File: config.mk
export PLATFORM = sky130hd
export DESIGN_NAME = mixed_radix_index_converter
export DESIGN_NICKNAME = d
export VERILOG_FILES = /design/src/hdl/mrc_pkg.sv /design/src/hdl/mrc_divider.sv /design/src/hdl/mixed_radix_index_converter.sv
export SDC_FILE = /design/constraint.sdc
export NUM_CORES = 2
export LEC_CHECK = 0
export BUFFER_PORTS_ARGS = -buffer_cell sky130_fd_sc_hd__buf_4
export CORE_MARGIN = 4
export CORE_UTILIZATION = 25
export CTS_CLUSTER_DIAMETER = 50
export DETAILED_ROUTE_END_ITERATION = 6
export SKIP_CTS_REPAIR_TIMING = 1
export SYNTH_ARGS = -nofsm -noshare
export SYNTH_HDL_FRONTEND = slang
export SYNTH_SLANG_ARGS = --single-unit
File: constraint.sdc
create_clock -name clk_i -period 14.12 [get_ports clk_i]
set_clock_uncertainty 0.2 [all_clocks]
set_input_delay 0.706 -clock clk_i [delete_from_list [all_inputs] [get_ports clk_i]]
set_output_delay 0.706 -clock clk_i [all_outputs]
set_load 0.005 [all_outputs]
File: src/hdl/mrc_pkg.sv
`timescale 1ns / 1ps

package mrc_pkg;

  localparam int MAX_DIMS   = 6;
  localparam int FLAT_BITS  = 32;
  localparam int COORD_BITS = 16;
  localparam int NDIM_BITS  = 3;
  localparam int CIDX_BITS  = 3;

  typedef enum logic [1:0] {
    ST_OK        = 2'd0,
    ST_FLAT_ERR  = 2'd1,
    ST_COORD_ERR = 2'd2,
    ST_OVERFLOW  = 2'd3
  } status_e;

  typedef enum logic [CIDX_BITS-1:0] {
    CFG_NUM_DIMS = 3'd0,
    CFG_DIM_BASE = 3'd1
  } cfg_idx_e;

  typedef enum logic [2:0] {
    S_IDLE,
    S_RECOMP,
    S_FLAT,
    S_DIV_START,
    S_DIV_WAIT,
    S_FIN
  } state_e;

  typedef struct packed {
    logic                  op;
    logic [FLAT_BITS-1:0]  flat_in;
    logic [COORD_BITS-1:0] coord_in_0;
    logic [COORD_BITS-1:0] coord_in_1;
    logic [COORD_BITS-1:0] coord_in_2;
    logic [COORD_BITS-1:0] coord_in_3;
    logic [COORD_BITS-1:0] coord_in_4;
    logic [COORD_BITS-1:0] coord_in_5;
  } in_item_t;

  typedef struct packed {
    logic [1:0]            status;
    logic [FLAT_BITS-1:0]  flat_out;
    logic [COORD_BITS-1:0] coord_out_0;
    logic [COORD_BITS-1:0] coord_out_1;
    logic [COORD_BITS-1:0] coord_out_2;
    logic [COORD_BITS-1:0] coord_out_3;
    logic [COORD_BITS-1:0] coord_out_4;
    logic [COORD_BITS-1:0] coord_out_5;
  } out_item_t;

  typedef struct packed {
    logic busy;
    logic done;
  } div_stat_t;

endpackage

File: src/hdl/mrc_divider.sv
`timescale 1ns / 1ps

module mrc_divider import mrc_pkg::*; #(
  parameter int WIDTH = FLAT_BITS
) (
  input  logic             clk_i,
  input  logic             rst_ni,
  input  logic             start_i,
  input  logic [WIDTH-1:0] dividend_i,
  input  logic [WIDTH-1:0] divisor_i,
  output logic [WIDTH-1:0] quotient_o,
  output logic [WIDTH-1:0] remainder_o,
  output div_stat_t        stat_o
);

  localparam int CW = $clog2(WIDTH + 1);

  logic [WIDTH-1:0] rem_q, rem_d, quo_q, quo_d, dvs_q, dvs_d;
  logic [CW-1:0]    cnt_q, cnt_d;
  logic             busy_q, busy_d, done_q, done_d;
  logic [WIDTH:0]   trial;
  logic [WIDTH:0]   diff;

  // One quotient bit per cycle, restoring form.
  always_comb begin
    trial  = {rem_q, quo_q[WIDTH-1]};
    diff   = trial - {1'b0, dvs_q};
    rem_d  = rem_q;
    quo_d  = quo_q;
    dvs_d  = dvs_q;
    cnt_d  = cnt_q;
    busy_d = busy_q;
    done_d = 1'b0;
    if (start_i) begin
      rem_d  = '0;
      quo_d  = dividend_i;
      dvs_d  = divisor_i;
      cnt_d  = CW'(WIDTH);
      busy_d = 1'b1;
    end else if (busy_q) begin
      if (!diff[WIDTH]) begin
        rem_d = diff[WIDTH-1:0];
        quo_d = {quo_q[WIDTH-2:0], 1'b1};
      end else begin
        rem_d = trial[WIDTH-1:0];
        quo_d = {quo_q[WIDTH-2:0], 1'b0};
      end
      cnt_d = cnt_q - CW'(1);
      if (cnt_q == CW'(1)) begin
        busy_d = 1'b0;
        done_d = 1'b1;
      end
    end
  end

  always_ff @(posedge clk_i or negedge rst_ni) begin
    if (!rst_ni) begin
      busy_q <= 1'b0;
      done_q <= 1'b0;
      cnt_q  <= '0;
    end else begin
      busy_q <= busy_d;
      done_q <= done_d;
      cnt_q  <= cnt_d;
    end
  end

  always_ff @(posedge clk_i) begin
    rem_q <= rem_d;
    quo_q <= quo_d;
    dvs_q <= dvs_d;
  end

  assign quotient_o  = quo_q;
  assign remainder_o = rem_q;
  assign stat_o      = '{busy: busy_q, done: done_q};

endmodule

File: src/hdl/mixed_radix_index_converter.sv
`timescale 1ns / 1ps
// Channel | Direction | Handshake             | Payload
// in      | input     | in_valid_i/in_ready_o | in_data_i (in_item_t)
// out     | output    | out_valid_o/out_ready_i | out_data_o (out_item_t)
// cfg     | input     | cfg_we_i              | cfg_idx_i, cfg_wdata_i
// To-flat beats step through S_FLAT once per used dimension, then S_FIN.
// To-coordinate beats run one bit-serial division per used dimension. Each
// write to a register index up to MAX_DIMS restarts a stride pass through the
// shared multiplier; no input beat is taken during it. Reset loads all extents
// with one and a single dimension. A stalled output holds the next result back.

module mixed_radix_index_converter import mrc_pkg::*; (
  input  logic                  clk_i,
  input  logic                  rst_ni,
  input  logic                  in_valid_i,
  output logic                  in_ready_o,
  input  in_item_t              in_data_i,
  output logic                  out_valid_o,
  input  logic                  out_ready_i,
  output out_item_t             out_data_o,
  input  logic                  cfg_we_i,
  input  logic [CIDX_BITS-1:0]  cfg_idx_i,
  input  logic [COORD_BITS-1:0] cfg_wdata_i
);

  localparam int IDXW = (MAX_DIMS > 1) ? $clog2(MAX_DIMS) : 1;
  localparam int CNTW = $clog2(MAX_DIMS + 1);
  localparam int PW   = FLAT_BITS + COORD_BITS;

  state_e state_q, state_d;

  logic [NDIM_BITS-1:0]  num_dims_q;
  logic [COORD_BITS-1:0] dim_q    [MAX_DIMS];
  logic [FLAT_BITS-1:0]  stride_q [MAX_DIMS];
  logic [FLAT_BITS-1:0]  total_q;
  logic                  over_q;
  logic [FLAT_BITS-1:0]  prod_q, prod_d;
  logic                  ovf_q, ovf_d;
  logic [CNTW-1:0]       cnt_q, cnt_d;
  logic [NDIM_BITS-1:0]  used;

  logic                  op_q;
  logic [FLAT_BITS-1:0]  acc_q, acc_d;
  logic [COORD_BITS-1:0] cin_q  [MAX_DIMS];
  logic [COORD_BITS-1:0] cres_q [MAX_DIMS];
  status_e               stat_q, stat_d;

  logic                  out_valid_q;
  out_item_t             out_q, out_d;

  logic [FLAT_BITS-1:0]  mul_a;
  logic [COORD_BITS-1:0] mul_b;
  logic [PW-1:0]         mul_p;
  logic [IDXW-1:0]       idx;
  logic                  cfg_hit;
  logic                  last_dim;

  logic                  div_start;
  logic [FLAT_BITS-1:0]  div_quo, div_rem;
  div_stat_t             div_stat;

  logic [COORD_BITS-1:0] cin_arr [MAX_DIMS];

  assign cin_arr[0] = in_data_i.coord_in_0;
  assign cin_arr[1] = in_data_i.coord_in_1;
  assign cin_arr[2] = in_data_i.coord_in_2;
  assign cin_arr[3] = in_data_i.coord_in_3;
  assign cin_arr[4] = in_data_i.coord_in_4;
  assign cin_arr[5] = in_data_i.coord_in_5;

  always_comb begin
    if (num_dims_q == '0) begin
      used = NDIM_BITS'(1);
    end else if (num_dims_q > NDIM_BITS'(MAX_DIMS)) begin
      used = NDIM_BITS'(MAX_DIMS);
    end else begin
      used = num_dims_q;
    end
  end

  assign idx      = cnt_q[IDXW-1:0];
  assign last_dim = (cnt_q == CNTW'(used) - CNTW'(1));
  assign cfg_hit  = cfg_we_i && (cfg_idx_i <= CIDX_BITS'(MAX_DIMS));

  // The one multiplier serves both the stride pass and the to-flat sum.
  assign mul_a = (state_q == S_RECOMP) ? prod_q : stride_q[idx];
  assign mul_b = (state_q == S_RECOMP) ? dim_q[idx] : cin_q[idx];
  assign mul_p = mul_a * mul_b;

  mrc_divider #(.WIDTH(FLAT_BITS)) u_div (
    .clk_i       (clk_i),
    .rst_ni      (rst_ni),
    .start_i     (div_start),
    .dividend_i  (acc_q),
    .divisor_i   (stride_q[idx]),
    .quotient_o  (div_quo),
    .remainder_o (div_rem),
    .stat_o      (div_stat)
  );

  always_comb begin
    state_d   = state_q;
    cnt_d     = cnt_q;
    prod_d    = prod_q;
    ovf_d     = ovf_q;
    acc_d     = acc_q;
    stat_d    = stat_q;
    div_start = 1'b0;
    case (state_q)
      S_IDLE: begin
        if (in_valid_i) begin
          cnt_d  = '0;
          acc_d  = in_data_i.flat_in;
          stat_d = ST_OK;
          if (over_q) begin
            stat_d  = ST_OVERFLOW;
            state_d = S_FIN;
          end else if (!in_data_i.op) begin
            acc_d   = '0;
            state_d = S_FLAT;
          end else if (in_data_i.flat_in >= total_q) begin
            stat_d  = ST_FLAT_ERR;
            state_d = S_FIN;
          end else begin
            cnt_d   = CNTW'(used) - CNTW'(1);
            state_d = S_DIV_START;
          end
        end
      end
      S_RECOMP: begin
        if (cnt_q < CNTW'(used) && !ovf_q) begin
          if (mul_p[PW-1:FLAT_BITS] != '0) begin
            ovf_d = 1'b1;
          end else begin
            prod_d = mul_p[FLAT_BITS-1:0];
          end
        end
        cnt_d = cnt_q + CNTW'(1);
        if (cnt_q == CNTW'(MAX_DIMS - 1)) begin
          state_d = S_IDLE;
        end
      end
      S_FLAT: begin
        if (cin_q[idx] >= dim_q[idx]) begin
          stat_d  = ST_COORD_ERR;
          state_d = S_FIN;
        end else begin
          acc_d = acc_q + mul_p[FLAT_BITS-1:0];
          cnt_d = cnt_q + CNTW'(1);
          if (last_dim) begin
            state_d = S_FIN;
          end
        end
      end
      S_DIV_START: begin
        div_start = 1'b1;
        state_d   = S_DIV_WAIT;
      end
      S_DIV_WAIT: begin
        if (div_stat.done) begin
          acc_d = div_rem;
          if (cnt_q == '0) begin
            state_d = S_FIN;
          end else begin
            cnt_d   = cnt_q - CNTW'(1);
            state_d = S_DIV_START;
          end
        end
      end
      S_FIN: begin
        if (!out_valid_q || out_ready_i) begin
          state_d = S_IDLE;
        end
      end
      default: state_d = S_IDLE;
    endcase
    // A register write to an index up to MAX_DIMS always starts a fresh stride pass.
    if (cfg_hit) begin
      state_d = S_RECOMP;
      cnt_d   = '0;
      prod_d  = FLAT_BITS'(1);
      ovf_d   = 1'b0;
    end
  end

  assign in_ready_o = (state_q == S_IDLE) && !cfg_hit;

  always_comb begin
    out_d        = '0;
    out_d.status = stat_q;
    if (stat_q == ST_OK) begin
      if (!op_q) begin
        out_d.flat_out = acc_q;
      end else begin
        out_d.coord_out_0 = cres_q[0];
        out_d.coord_out_1 = cres_q[1];
        out_d.coord_out_2 = cres_q[2];
        out_d.coord_out_3 = cres_q[3];
        out_d.coord_out_4 = cres_q[4];
        out_d.coord_out_5 = cres_q[5];
      end
    end
  end

  always_ff @(posedge clk_i or negedge rst_ni) begin
    if (!rst_ni) begin
      state_q     <= S_IDLE;
      cnt_q       <= '0;
      prod_q      <= FLAT_BITS'(1);
      ovf_q       <= 1'b0;
      num_dims_q  <= NDIM_BITS'(1);
      total_q     <= FLAT_BITS'(1);
      over_q      <= 1'b0;
      out_valid_q <= 1'b0;
      for (int i = 0; i < MAX_DIMS; i++) begin
        dim_q[i]    <= COORD_BITS'(1);
        stride_q[i] <= FLAT_BITS'(1);
      end
    end else begin
      state_q <= state_d;
      cnt_q   <= cnt_d;
      prod_q  <= prod_d;
      ovf_q   <= ovf_d;
      if (cfg_hit) begin
        if (cfg_idx_i == CFG_NUM_DIMS) begin
          num_dims_q <= cfg_wdata_i[NDIM_BITS-1:0];
        end else begin
          dim_q[IDXW'(cfg_idx_i - CFG_DIM_BASE)] <= cfg_wdata_i;
        end
      end
      if (state_q == S_RECOMP && !cfg_hit) begin
        stride_q[idx] <= ovf_q ? '0 : prod_q;
        if (cnt_q == CNTW'(MAX_DIMS - 1)) begin
          total_q <= ovf_d ? '0 : prod_d;
          over_q  <= ovf_d;
        end
      end
      if (state_q == S_FIN && (!out_valid_q || out_ready_i)) begin
        out_valid_q <= 1'b1;
      end else if (out_valid_q && out_ready_i) begin
        out_valid_q <= 1'b0;
      end
    end
  end

  always_ff @(posedge clk_i) begin
    acc_q  <= acc_d;
    stat_q <= stat_d;
    if (state_q == S_IDLE && in_valid_i && !cfg_hit) begin
      op_q <= in_data_i.op;
      for (int i = 0; i < MAX_DIMS; i++) begin
        cin_q[i]  <= cin_arr[i];
        cres_q[i] <= '0;
      end
    end
    if (state_q == S_DIV_WAIT && div_stat.done) begin
      cres_q[idx] <= div_quo[COORD_BITS-1:0];
    end
    if (state_q == S_FIN && (!out_valid_q || out_ready_i)) begin
      out_q <= out_d;
    end
  end

  assign out_valid_o = out_valid_q;
  assign out_data_o  = out_q;

  a_err_zero: assert property (@(posedge clk_i) disable iff (!rst_ni)
    out_valid_o && out_data_o.status != ST_OK |-> out_data_o.flat_out == '0 &&
    out_data_o.coord_out_0 == '0 && out_data_o.coord_out_5 == '0)
    else $error("error result carries nonzero fields");

  a_div_state: assert property (@(posedge clk_i) disable iff (!rst_ni)
    div_stat.busy |-> state_q == S_DIV_WAIT)
    else $error("divider busy outside its wait state");

  a_one_item: assert property (@(posedge clk_i) disable iff (!rst_ni)
    in_valid_i && in_ready_o |=> !in_ready_o)
    else $error("second beat taken while an item is at work");

  a_ok_coord: assert property (@(posedge clk_i) disable iff (!rst_ni)
    out_valid_o && out_data_o.status == ST_OK && out_data_o.flat_out != '0 |->
    out_data_o.coord_out_0 == '0)
    else $error("to-flat result carries coordinates");

endmodule
======== After elaboration in Yosys (flattened, before gate mapping) ========
Memory sizes are Yosys's and may differ from the RTL's. A register that Yosys moved wholly into a read port is not among the register bits.
Index checks and enable logic that the tools add are counted.
W data, S select, Z words.
operators by class
  add/sub/neg operators ................... 7
  $mul .................................... 1
  magnitude comparators ................... 9
  eq/ne operators ......................... 19
  multiplexer cells ....................... 81
  bitwise operators ....................... 4
  reduce and logical (&&, ||, !) cells .... 42
operators with widths
  kind                 count
  $mux W32             18
  $bwmux W192          1
  $bmux W32 S3         1
  $bwmux W96           1
  $demux W32 S3        1
  $pmux W32 S3         1
  $mux W16             5
  $mux W3              22
  $bmux W16 S3         1
  $demux W16 S3        1
  $mul A32 B16 Y48     1
  $sub A33 B32 Y33     1
  $add A32 B32 Y32     1
  $ge A32 B32 Y1       1
  $mux W1              21
  $pmux W3 S6          1
  $ge A16 B16 Y1       1
  $reduce_bool A16 Y1  1
  $reduce_or A16 Y1    1
  $logic_not A3 Y1     4
  $mux W6              2
  $pmux W3 S4          1
  $logic_and A1 B1 Y1  11
  $reduce_and A5 Y1    2
  32 further kinds     62
word-level totals
  register bits ........................... 537
  bits in writable memories ............... 192
  input bits .............................. 153
  word-level logic and storage cells ...... 196
  memories kept ........................... 2
memories
  memory  words  width  read ports  clocked after Yosys merged registers in  write ports  RTL line                           source
  cin_q   6      16     1           0                                        6            mixed_radix_index_converter.sv:44  logic [COORD_BITS-1:0] cin_q [MAX_DIMS];
  cres_q  6      16     6           6                                        6            mixed_radix_index_converter.sv:45  logic [COORD_BITS-1:0] cres_q [MAX_DIMS];

======== Logic depth before layout (Yosys ltp) ========
  depth in word-level cells ............... 12
  gate-level depth with buffers ........... 42
  depth with buffers taken out ............ 38

======== By module ========
A second synthesis with hierarchy kept.
second synthesis, totals
  cell total of the unflattened synthesis .. 5170
  area, all modules ....................... 54796.3 µm²
by module, submodules not included
  module                       times used  cells each  area each (µm²)  sequential area each (µm²)
  mixed_radix_index_converter  1           4586        48874.4          19847.8
  mrc_divider                  1           584         5921.9           2762.6

======== Worst setup path before layout ========
OpenSTA, ideal clock, no wires.
  path kind ............................... flip-flop to flip-flop
  start point ............................. register cnt_q[0]
  end point ............................... register acc_q[30], data pin
  library setup time ...................... 0.271 ns
  arrival ................................. 9.145 ns
  path slack .............................. 4.504 ns
  cell stages (with the launch flop) ...... 39
  buffers on the path ..................... 6
  period minus slack after synthesis ...... 9.616 ns
  cell sequence ........................... dfrtp_1 -> buf_2 -> buf_1 -> clkbuf_1 -> buf_2 -> mux2i_1 -> nand2_1 -> o21ai_0 -> o21a_1 -> clkbuf_1 -> nor2_1 -> fa_1 -> inv_1 -> fa_1 -> fa_1 -> inv_1 -> fa_1 -> fa_1 -> (+3 left out) -> ha_1 -> buf_4 -> a21oi_1 -> o21ai_0 -> a21oi_1 -> xnor2_1 -> ha_1 -> a21o_1 -> a21o_1 -> a21oi_1 -> nand2_1 -> nor3_1 -> nor3_1 -> a311oi_1 -> a21oi_1 -> o211ai_1 -> mux2i_1 -> o21ai_0
between the ends
  longest elaborated chain between the ends .. 9
  elaborated cells on any way between the ends .. 14
  classes of those cells .................. add/sub (1); mul (1); mux (10); bitwise (1); memory (1)
ends and longest elaborated chain
  what                                                                             RTL line                                                              source
  start: declaration                                                               mixed_radix_index_converter.sv:39                                     logic [CNTW-1:0] cnt_q, cnt_d;
  start signal: assignment                                                         mixed_radix_index_converter.sv:221                                    cnt_q <= cnt_d;
  $not A3 Y4 (not written as such)                                                 mixed_radix_index_converter.sv:86, mixed_radix_index_converter.sv:87
  $bmux W32 S3 / $bmux W16 S3 (equally long branches)                              mixed_radix_index_converter.sv:86, mixed_radix_index_converter.sv:87
  $mux W32 (not written as such) / $mux W16 (equally long branches) (2 in series)  mixed_radix_index_converter.sv:86, mixed_radix_index_converter.sv:87
  $mux W32 / $mux W16 (equally long branches)                                      mixed_radix_index_converter.sv:86, mixed_radix_index_converter.sv:87
  $mul A32 B16 Y48 (*)                                                             mixed_radix_index_converter.sv:88                                     assign mul_p = mul_a * mul_b;
  $add A32 B32 Y32 (*)                                                             mixed_radix_index_converter.sv:148                                    acc_d = acc_q + mul_p[FLAT_BITS-1:0];
  $mux W32 (*)                                                                     mixed_radix_index_converter.sv:144                                    if (cin_q[idx] >= dim_q[idx]) begin
  $pmux W32 S3 (*)                                                                 mixed_radix_index_converter.sv:109                                    case (state_q)
  via acc_d[30]                                                                    mixed_radix_index_converter.sv:43                                     logic [FLAT_BITS-1:0] acc_q, acc_d;
  end signal: assignment                                                           mixed_radix_index_converter.sv:247                                    acc_q <= acc_d;
  end: declaration                                                                 mixed_radix_index_converter.sv:43
The timed path passes the listed nets; every way through them passes the cells marked *. The select of a mux whose other input is x is not followed.
A chain may end at the register's enable or synchronous reset.

======== Worst setup path after layout ========
  start point ............................. register cnt_q[1]
  end point ............................... register acc_q[30], data pin
Same word-level chain as after synthesis.

==> metrics.md <==
| Metric | Value |
|---|---|
| Area added between synthesis and finish | `16.69%` |
| Share of post-route cells with drive strength above 1 | `13.69%` |
| Hold WC Path Type | `input pin to flop` |
| DRT Wirelength | `167300 um` |
| WHS | `27.82 ps` |
| Yosys reg bits | `just over 800` |
| Critical R2R Launch | `cnt_q[1]$_DFFE_PN0P_` |
| Worst vdd ir | `around 0.32 mV` |
| Cts bufs inserted | `85` |
| Remaining antenna violation count | `0` |
| Hold path endpoint | `cin_q[5][8]$_DFFE_PP_` |
| Overall Power | `0.01525 W` |
| Post-synthesis sequential area ratio | `about two fifths` |
| First-pass GRT wire length | `around 250000 um` |
| Synth Warn # | `0` |
| Clk pin slew, worst setup/hold paths | `about 60 ps` |
| Initial Util | `25.23%` |
| Vias after detailed routing | `around 40000` |
| Worst Path Required | `between 10000 and 15000 ps` |
| Power per cell area | `roughly 240 nW/um^2` |
| DIE AREA | `approximately 230000 um^2` |
| Drt first-iter violations | `3509` |
| Post-Place Cell Area | `60350 um^2` |
| IO Pins | `between 200 and 300` |
| CP startpoint kind | `flop` |
| CTS tree | `built` |
| Largest net degree at the start of global routing | `100` |
| Post-Syn Nets | `between 6000 and 7000` |
| Reg2Reg Depth | `32` |
| Dominant synthesized flop cell | `edfxtp_1` |
| Fillers | `around 22000` |
| Via-per-instance ratio | `4.744` |
| Final hold vios | `0` |
| Max-Cap Viols | `0` |
| Initial antenna violation count | `23` |
| Root buffer cell | `clkbuf_16` |
| DIE HEIGHT | `between 400 and 500 um` |
| Area of the multi-input gates | `roughly 29000 um^2` |
| Core Footprint | `approximately 220000 um^2` |
| Register area | `roughly 23000 um^2` |
| Worst path slowest cell | `o21a_1` |
| TritonRoute pass-1 iters | `6` |
| Gr ovfl total | `0` |
| Clk_lat worst skew | `700 ps` |
| Top cell by count, worst path | `fa_1` |
| TNS Setup | `0 ps` |
| Final Setup Violations | `0` |
| Status | `finished clean` |
| Syn_area_per_cell | `~11 um^2` |
| Drt wl/cell | `between 15 and 20 um` |
| GPL Wtd Cong | `approximately 0.89` |
| Critical Path Fanout Max | `31` |
| Fmax | `89.23 MHz` |
| Worst-margin pin slew | `roughly 1300 ps` |
| Clock Path Buffers | `3` |
| Vias in the first global route | `40757` |
| H-Tree Depth | `3` |
| Part of the cycle the worst path needs | `between 70% and 80%` |
| Leak | `roughly 27 nW` |
| Critical Path Max Stage Delay | `about 770 ps` |
| PortBufs | `284` |
| DRC errors left | `0` |
| FFs w/ async S/R, synth | `a little under half` |
| CP arrival | `between 10000 and 15000 ps` |
| WS Path Type | `flop to flop` |
| CTS Sinks | `roughly 830` |
| Worst hold start | `in_data_i[8]` |
| # rows | `between 150 and 200` |
| DP Wirelength | `roughly 120000 um` |
| Gr usage total | `14.31%` |
| Number of flops mapped to enable cells by yosys | `around 420` |
| Die W | `approximately 480 um` |
| FF-to-FF End | `acc_q[30]$_DFFE_PP_` |
| Rel. slew slack | `12.63%` |
| Synth Instances | `about 5200` |
| Hold path depth | `1` |
| RSZ-0062 raised after global routing | `false` |
| Final Instance Area | `about 64000 um^2` |
| Min Tclk post-route | `11210 ps` |
| Final net count | `6322` |
| CP Capture Type | `flop` |
| Pins over their slew limit | `0` |
| Setup slack, reg-to-reg | `2910 ps` |
| Post-synthesis cell type count | `94` |
| Mapped cell area | `54950 um^2` |
critical path: cells and delay by family, from the launching register on:
family	cells	cell delay (ps)
AO/OA/AOI/OAI	12	3630
multiplexers	2	590
adder cells (fa/ha/maj)	8	3790
flip-flops	1	750
XOR/XNOR	1	510
buffers and inverters	5	790
AND/OR/NAND/NOR	4	630
sequential cells by signal, indices dropped and copies added, names as in the netlist, 2 cells and up:
| signal | flops |
|---|---|
| stat_q | 2 |
| u_div.remainder_o | 32 |
| u_div.cnt_q | 6 |
| acc_q | 32 |
| u_div.quotient_o | 32 |
| state_q | 3 |
| prod_q | 32 |
| dim_q | 96 |
| cin_q | 96 |
| stride_q | 192 |
| out_data_o | 130 |
| cres_q | 96 |
| total_q | 32 |
| cnt_q | 3 |
| num_dims_q | 3 |
| u_div.dvs_q | 32 |
area by class of cell:
cell class	count	area share, %
Antenna cell	11	0.04293
Clock buffer	111	3.616
Clock inverter	41	0.7902
Inverter	636	3.727
Multi-Input combinational cell	3508	45.30
Sequential cell	825	35.28
Tap cell	2854	5.569
Timing Repair Buffer	452	5.682
where the power goes:
part / total [W] / switching, W / leakage [nW] / internal (W)
logic: 0.00954 / 0.00606 / 16.3 / 0.00348
clock network: 0.00231 / 0.00104 / 1.36 / 0.00127
registers: 0.00340 / 0.000367 / 8.97 / 0.00303
total: 0.0152 / 0.00746 / 26.7 / 0.00779
worst max path at each step:
stage	startpoint	to	cells after the start
after floorplan	cnt_q[0]$_DFFE_PN0P_	acc_q[30]$_DFFE_PP_	38
after global placement	cnt_q[1]$_DFFE_PN0P_	total_q[15]$_DFFE_PN0P_	29
after detailed placement	cnt_q[1]$_DFFE_PN0P_	total_q[15]$_DFFE_PN0P_	29
after CTS	cnt_q[1]$_DFFE_PN0P_	total_q[22]$_DFFE_PN0P_	29
after global routing	cnt_q[0]$_DFFE_PN0P_	acc_q[30]$_DFFE_PP_	34
final	cnt_q[1]$_DFFE_PN0P_	acc_q[30]$_DFFE_PP_	32
routing by layer:
layer / GRT usage (%) / vias up / share of wire [%]
met5: 0 / - / 0.075
met3: 3.732 / 267 / 9.0
met4: 4.283 / 20 / 2.9
met1: 19.98 / 20121 / 45
li1: - / 17998 / -
met2: 21.72 / 1624 / 43
cell usage in the layout (no fill, tap or decap), types with 11 or more instances in the layout:
cell           Yosys  final
dfrtp_1          357    354
mux4_2            64     64
nor2b_1           37     37
nand2_1          815    813
buf_4              4    358
edfxtp_1         421    421
dfxtp_1           32     32
xor2_1            30     30
o21a_1            28     27
dlygate4sd3_1      0     92
a22oi_1           29     29
nor3_1            44     37
nand2b_1          68     65
o22ai_1           49     49
and2_1           198    198
o31ai_1           13     13
nor2_1           293    290
diode_2            0     11
or3_1             15     15
a21oi_1          121    121
ha_1             240    240
mux2i_1          148    148
clkbuf_1         199     20
mux2_2           131    131
xnor2_1           60     60
inv_1            635    634
o21ai_0          320    310
clkbuf_16          0     88
a211oi_1          32     32
dfstp_2           15     15
and3_1            14     14
nand4_1           31     31
a21o_1            68     68
fa_1             421    421
o21ai_1           48     47
nand3_1           26     23
a31oi_1           14     14
cell usage after synthesis (all sizes together) (60+ instances only):
cell type / instances / share of area, %
xnor2: 60 / 0.96
edfxtp: 421 / 23
ha: 240 / 5.5
a21oi: 123 / 1.1
clkbuf: 199 / 1.4
nand2b: 68 / 0.77
nor2: 293 / 2.0
mux4: 64 / 2.6
and2: 198 / 2.3
a21o: 68 / 0.93
mux2i: 148 / 2.7
nand2: 815 / 5.6
o21ai: 368 / 3.4
mux2: 133 / 2.7
dfrtp: 357 / 16
buf: 64 / 0.61
fa: 421 / 15
inv: 635 / 4.3
through the flow:
stage                     std cells  worst slack, ps  utilization, %
after global placement         8183             2965           27.71
after floorplan                5232             4504               -
final                          8438             2913           29.44
after global routing           8430             2401           29.43
after detailed placement       8183             2935           27.71
after CTS                      8335             2947           29.01
cells by family after synthesis:
group,synth area share [%]
adder cells (fa/ha/maj),20.80
AND/OR/NAND/NOR,13.24
multiplexers,8.044
buffers and inverters,6.318
XOR/XNOR,1.434
AO/OA/AOI/OAI,9.014
flip-flops,41.15
Power figures use the tool's default switching activity.
